===== src/rtl/core/sffe_pkg.sv =====
// ----------------------------------------------------------------------------
// sffe_pkg
// Shared types, constants and the integer-to-single conversion function.
// ----------------------------------------------------------------------------
package sffe_pkg;

   localparam int CHANNELS_DEF = 16;
   localparam logic [7:0] TAIL_B0 = 8'h00;
   localparam logic [7:0] TAIL_B1 = 8'h00;
   localparam logic [7:0] TAIL_B2 = 8'h80;
   localparam logic [7:0] TAIL_B3 = 8'h7F;

   typedef struct packed {
      logic [31:0] raw_value;
      logic        sample_valid;
   } req_type;

   typedef struct packed {
      logic [7:0] out_byte;
      logic       run_last;
      logic       frame_last;
   } rsp_type;

   // Encoded frame fragment for one request: up to ten bytes, count 4 or 10.
   typedef struct packed {
      logic [79:0] bytes;
      logic        last;
   } frag_type;

   // Convert unsigned 32-bit to IEEE-754 single, round to nearest even.
   function automatic logic [31:0] to_single(input logic [31:0] v);
      logic [4:0]  p;
      logic [31:0] norm;
      logic [23:0] m;
      logic [24:0] mr;
      logic        rnd;
      logic        stk;
      logic [7:0]  ex;
      p = 5'd0;
      for (int i = 0; i < 32; i++) begin
         if (v[i]) begin
            p = 5'(i);
         end
      end
      norm = v << (5'd31 - p);
      m = norm[31:8];
      rnd = norm[7];
      stk = |norm[6:0];
      mr = {1'b0, m} + 25'((rnd && (stk || m[0])) ? 1 : 0);
      ex = 8'd127 + {3'd0, p};
      if (mr[24]) begin
         ex = ex + 8'd1;
         mr = mr >> 1;
      end
      if (v == 32'd0) begin
         to_single = 32'd0;
      end else begin
         to_single = {1'b0, ex, mr[22:0]};
      end
   endfunction

endpackage


===== src/rtl/core/sffe_encode.sv =====
// ----------------------------------------------------------------------------
// sffe_encode
// Input stage: converts the sample combinationally and tracks channel and mask in registers.
// ----------------------------------------------------------------------------
module sffe_encode #(
   parameter int CHANNELS = sffe_pkg::CHANNELS_DEF
) (
   input  logic               clock,
   input  logic               reset,
   input  logic               take,
   input  sffe_pkg::req_type  req,
   output sffe_pkg::frag_type frag
);
   logic [3:0]  chan_ff, chan_in;
   logic [15:0] mask_ff, mask_in;
   logic [15:0] mask_now;
   logic        last;
   logic [31:0] fbits;

   assign last = chan_ff >= 4'(CHANNELS - 1);
   assign fbits = sffe_pkg::to_single(req.raw_value);
   assign mask_now = req.sample_valid ? (mask_ff | (16'd1 << chan_ff)) : mask_ff;

   always_comb begin
      frag.last = last;
      frag.bytes = {sffe_pkg::TAIL_B3, sffe_pkg::TAIL_B2, sffe_pkg::TAIL_B1,
                    sffe_pkg::TAIL_B0, mask_now, fbits};
      chan_in = chan_ff;
      mask_in = mask_ff;
      if (take) begin
         chan_in = last ? 4'd0 : chan_ff + 4'd1;
         mask_in = last ? 16'd0 : mask_now;
      end
   end

   always_ff @(posedge clock) begin
      if (reset) begin
         chan_ff <= 4'd0;
         mask_ff <= 16'd0;
      end else begin
         chan_ff <= chan_in;
         mask_ff <= mask_in;
      end
   end
endmodule


===== src/rtl/core/sffe_serial.sv =====
// ----------------------------------------------------------------------------
// sffe_serial
// Holds one encoded fragment and shifts it out a byte per cycle while the result port is not stalled.
// ----------------------------------------------------------------------------
module sffe_serial (
   input  logic               clock,
   input  logic               reset,
   input  sffe_pkg::frag_type frag,
   input  logic               load,
   output logic               empty,
   output logic               rsp_valid,
   input  logic               rsp_stall,
   output sffe_pkg::rsp_type  rsp_data
);
   logic [79:0] buf_ff, buf_in;
   logic [3:0]  cnt_ff, cnt_in;
   logic        fl_ff, fl_in;
   logic        pop;

   assign rsp_valid = cnt_ff != 4'd0;
   assign pop = rsp_valid && !rsp_stall;
   // free when empty or popping the final byte
   assign empty = !rsp_valid || (pop && cnt_ff == 4'd1);
   assign rsp_data.out_byte = buf_ff[7:0];
   assign rsp_data.run_last = cnt_ff == 4'd1;
   assign rsp_data.frame_last = cnt_ff == 4'd1 && fl_ff;

   always_comb begin
      buf_in = buf_ff;
      cnt_in = cnt_ff;
      fl_in = fl_ff;
      if (pop) begin
         buf_in = buf_ff >> 8;
         cnt_in = cnt_ff - 4'd1;
      end
      if (load) begin
         buf_in = frag.bytes;
         cnt_in = frag.last ? 4'd10 : 4'd4;
         fl_in = frag.last;
      end
   end

   always_ff @(posedge clock) begin
      if (reset) begin
         cnt_ff <= 4'd0;
         fl_ff <= 1'b0;
      end else begin
         cnt_ff <= cnt_in;
         fl_ff <= fl_in;
      end
      buf_ff <= buf_in;
   end
endmodule


===== src/rtl/core/sample_float_frame_encoder.sv =====
// Latency: a result byte is shown the cycle after its request is accepted.
// Flow: each request yields 4 result bytes (10 for the last channel), sent one per
// cycle unless stalled; a new request is taken as the last byte leaves.
// Reset: synchronous; clears channel count and valid mask and empties the output buffer.
// ----------------------------------------------------------------------------
// sample_float_frame_encoder
// Converts channel samples to single floats and frames them as bytes.
// ----------------------------------------------------------------------------
module sample_float_frame_encoder #(
   parameter int CHANNELS = sffe_pkg::CHANNELS_DEF
) (
   input  logic              clock,
   input  logic              reset,
   input  logic              req_valid,
   output logic              req_stall,
   input  sffe_pkg::req_type req_data,
   output logic              rsp_valid,
   input  logic              rsp_stall,
   output sffe_pkg::rsp_type rsp_data
);
   sffe_pkg::frag_type frag;
   logic empty;
   logic take;

   assign req_stall = !empty;
   assign take = req_valid && empty;

   sffe_encode #(.CHANNELS(CHANNELS)) u_enc (
      .clock(clock), .reset(reset), .take(take), .req(req_data), .frag(frag)
   );

   sffe_serial u_ser (
      .clock(clock), .reset(reset), .frag(frag), .load(take), .empty(empty),
      .rsp_valid(rsp_valid), .rsp_stall(rsp_stall), .rsp_data(rsp_data)
   );
endmodule


===== config.mk =====
export PLATFORM = sky130hd
export DESIGN_NAME = sample_float_frame_encoder
export DESIGN_NICKNAME = d
export VERILOG_FILES = /design/src/rtl/core/sffe_pkg.sv /design/src/rtl/core/sffe_encode.sv /design/src/rtl/core/sffe_serial.sv /design/src/rtl/core/sample_float_frame_encoder.sv
export SDC_FILE = /design/constraint.sdc
export NUM_CORES = 1
export LEC_CHECK = 0
export BUFFER_PORTS_ARGS = -buffer_cell sky130_fd_sc_hd__buf_2
export CAP_MARGIN = 20
export CORE_MARGIN = 5
export CORE_UTILIZATION = 35
export DETAILED_ROUTE_END_ITERATION = 7
export PLACE_DENSITY_LB_ADDON = 0.1
export SKIP_CTS_REPAIR_TIMING = 1
export SYNTH_ARGS = -nofsm -noshare
export SYNTH_HDL_FRONTEND = slang
export SYNTH_HIERARCHICAL = 1
export SYNTH_SLANG_ARGS = --single-unit

===== constraint.sdc =====
create_clock -name clock -period 9.3 [get_ports clock]
set_input_delay 0.465 -clock clock [delete_from_list [all_inputs] [get_ports clock]]
set_output_delay 0.465 -clock clock [all_outputs]
set_load 0.05 [all_outputs]

==> reports/results.ini <==
[worst_setup_path]
crit_path_end=u_ser/buf_ff[25]
worst-path-stages=18
cp_max_fo=21
cp_slowest_cell=a311oi_2
path_delay_family=simple AND/OR/NAND/NOR gates
crit_type=input pin to flop
crit_path_cell_trace=buf_2, nor2_1, o31ai_1, a311oi_2, nor2_1, inv_1, mux2_2, nand4_1, o21ai_0, ha_1, inv_1, o32ai_1, nand4_1, nor4_2, nor3b_4, and2_4, o32ai_1, mux2_2
end_kind=flop
rr_worst_depth=8
worstPathBufferInverterCount=3
r2r_slack_ns=6.19
cp-startpoint=req_data[31]
cpPeakStageDelay_ns=0.71
cp_data_required_time_ns=9.40
rr_startpoint=u_ser/cnt_ff[0]
start_kind=input pin
critPathArrivalTime_ns=6.08
r2r_end=u_ser/buf_ff[19]

[yosys]
synth-simple-area-share_pct=20.0
synth_cells=898
async_flop_share_pct=0
netlist_area_um2=8440
synth_seq_cells=105
synth_top_family_by_area=compound AO/OA/AOI/OAI gates
synth_fa_ha_area_share_pct=1.63
ys.flop_type=edfxtp_1
yosysUniqueCellTypes=98
synth-edff-count=80
syn_avg_cell_area_um2=9.39
yosysWarnings=6
ys_seq_area_share_pct=34.4
yosys-mux-area-fraction_pct=12.5
synth-compound-area-share_pct=20.9
synthXorXnorAreaFrac_pct=1.97

[cts]
cts.clk_slew.worst_paths_ns=0.09
clockBufferDepth=2
cts-root-buf=clkbuf_16
cts_tree=built
clk_latency_ns=0.36
cts_sinks=105
ctsHtreeMaxLevel=3
cts_buffers=9

[routing]
vias_per_cell=5.86
avgRoutedWirePerCell_um=20.6
met1_length_um=10800
dr_wl_met3_um=1460
dr.pass1.iters=5
top_layer_used=met4
ant_nets=0
vias=7151
drt_iter0_drc=562
wl_um=25100
drcViolationCount=0
dr_wl_met2_um=12100

[finish]
mostFrequentLayoutCell=edfxtp_1
drive_above_1_share_pct=22.5
antenna_cells=0
num-nets-final=945
mostFrequentLayoutCells=edfxtp_1 (80), mux2_2 (74), nor2_1 (67), nand2_1 (56), nand3_1 (49)
final_cells=1221
area_growth_syn_to_layout_pct=6.19

[global_routing]
antenna_found_initial=0
gr-usage-all-layers_pct=18.4
grt_overflow=0
grt_max_degree=84
grt_pass1_wl_um=39500
grt_pass1_vias=6979

[status]
status=complete, no violations

[timing]
fin_crit_sh_pct=64.4
slew_viol_final=0
setup_viol=0
maxSlewHeadroom_pct=31.4
finalClockSkew_ns=0.0194
rsz0062_at_grt=no
worst_pin_slew_ns=1.02
max_freq_mhz=167
hold_violations=0
layout_min_cycle_time_ns=5.98
fin_tns_setup_ns=0

[die]
dieArea_um2=27300
io_pins=49
start_util_pct=35.7
die_y_um=165
die_x_um=165
rows=56
core_area_um2=23600

[placed_design]
place_inst=1205
port_buffers=48
gp_congestion=0.928
dp_hpwl_um=18000

[min_path]
hold_class=input pin to flop

[pwr]
cellPowerDensity_nw_per_um2=249
ir_drop_mv=0.477
total_leakage_power_nw=3.24

[flow_run]
maxCapViolCount=0

[worst reg2reg max path: cells and delay by family, from the launching register on]
kind / cells / cell delay (ns)
compound gates: 2 / 0.36
fa+ha+maj: 1 / 0.19
buf+inv: 3 / 1.00
flops: 1 / 0.35
simple gates: 2 / 0.74
[synthesized netlist by cell type (10+ instances only)]
library cell / n / area share (%)
a21o_1: 13 / 1.2
a21oi_1: 34 / 2.0
a221oi_1: 14 / 1.5
a31oi_1: 14 / 1.0
and2_1: 17 / 1.3
buf_2: 26 / 1.5
buf_4: 50 / 4.4
clkbuf_1: 22 / 0.98
dfxtp_1: 25 / 5.9
edfxtp_1: 80 / 28
ha_1: 11 / 1.6
inv_1: 16 / 0.71
mux2_2: 74 / 9.9
mux2i_1: 15 / 1.8
nand2_1: 56 / 2.5
nand3_1: 49 / 2.9
nand4_1: 16 / 1.2
nor2_1: 67 / 3.0
nor3_1: 30 / 1.8
o211ai_1: 10 / 0.89
o21ai_0: 35 / 2.1
o21ai_1: 10 / 0.59
xnor2_1: 10 / 1.0
[where the power goes]
part	internal [mW]	switching, mW
clock network	0.189	0.185
registers	0.845	0.0594
logic	0.368	0.585
[metal layers]
| metal | GRT usage [%] | vias up |
|---|---|---|
| li1 | - | 3375 |
| met1 | 24.0 | 3451 |
| met2 | 31.0 | 264 |
| met3 | 2.95 | 61 |
| met4 | 6.16 | 0 |
| met5 | 0 | - |
[flip-flops by register name, indices dropped and copies added (netlist names)]
register,flops
u_ser/buf_ff,80
u_ser/cnt_ff,4
u_ser/fl_ff,1
u_enc/mask_ff,16
u_enc/chan_ff,4
[area by class of cell]
class,count,area [µm²]
Clock inverter,6,62.6
Tap cell,319,399
Sequential cell,105,2900
Inverter,17,66.3
Timing Repair Buffer,63,353
Fill cell,2434,14700
Multi-Input combinational cell,701,4940
Clock buffer,10,229
[cell families after synthesis]
family / after synthesis
compound gates: 237
xor+xnor: 19
fa+ha+maj: 11
buf+inv: 123
flops: 105
mux: 93
other cells: 2
simple gates: 308
[worst min-delay path by stage]
stage / from / endpoint / slack, ns / cells past startpoint
after detailed placement: u_enc/mask_ff[0] / u_enc/mask_ff[0] / 0.46 / 2
final: reset / u_ser/cnt_ff[3] / 0.43 / 2
after global routing: reset / u_ser/cnt_ff[3] / 0.44 / 2
after floorplan: u_enc/mask_ff[12] / u_enc/mask_ff[12] / 0.44 / 2
after global placement: u_enc/mask_ff[9] / u_enc/mask_ff[9] / 0.45 / 2
after CTS: reset / u_ser/cnt_ff[3] / 0.41 / 2
[through the flow]
step | total power [mW] | cell area (µm²) | setup WS (ns) | hold WS (ns) | utilization, %
2_1_floorplan | 1.74 | 8550 | 2.22 | 0.438 | -
3_3_place_gp | 1.88 | 8670 | 2.91 | 0.451 | 36.7
3_5_place_dp | 1.88 | 8670 | 3.00 | 0.460 | 36.7
4_1_cts | 2.27 | 8960 | 3.37 | 0.415 | 37.9
5_1_grt | 2.38 | 8960 | 2.91 | 0.441 | 37.9
6_report | 2.23 | 8960 | 3.32 | 0.425 | 37.9
Power figures use the tool's default switching activity.
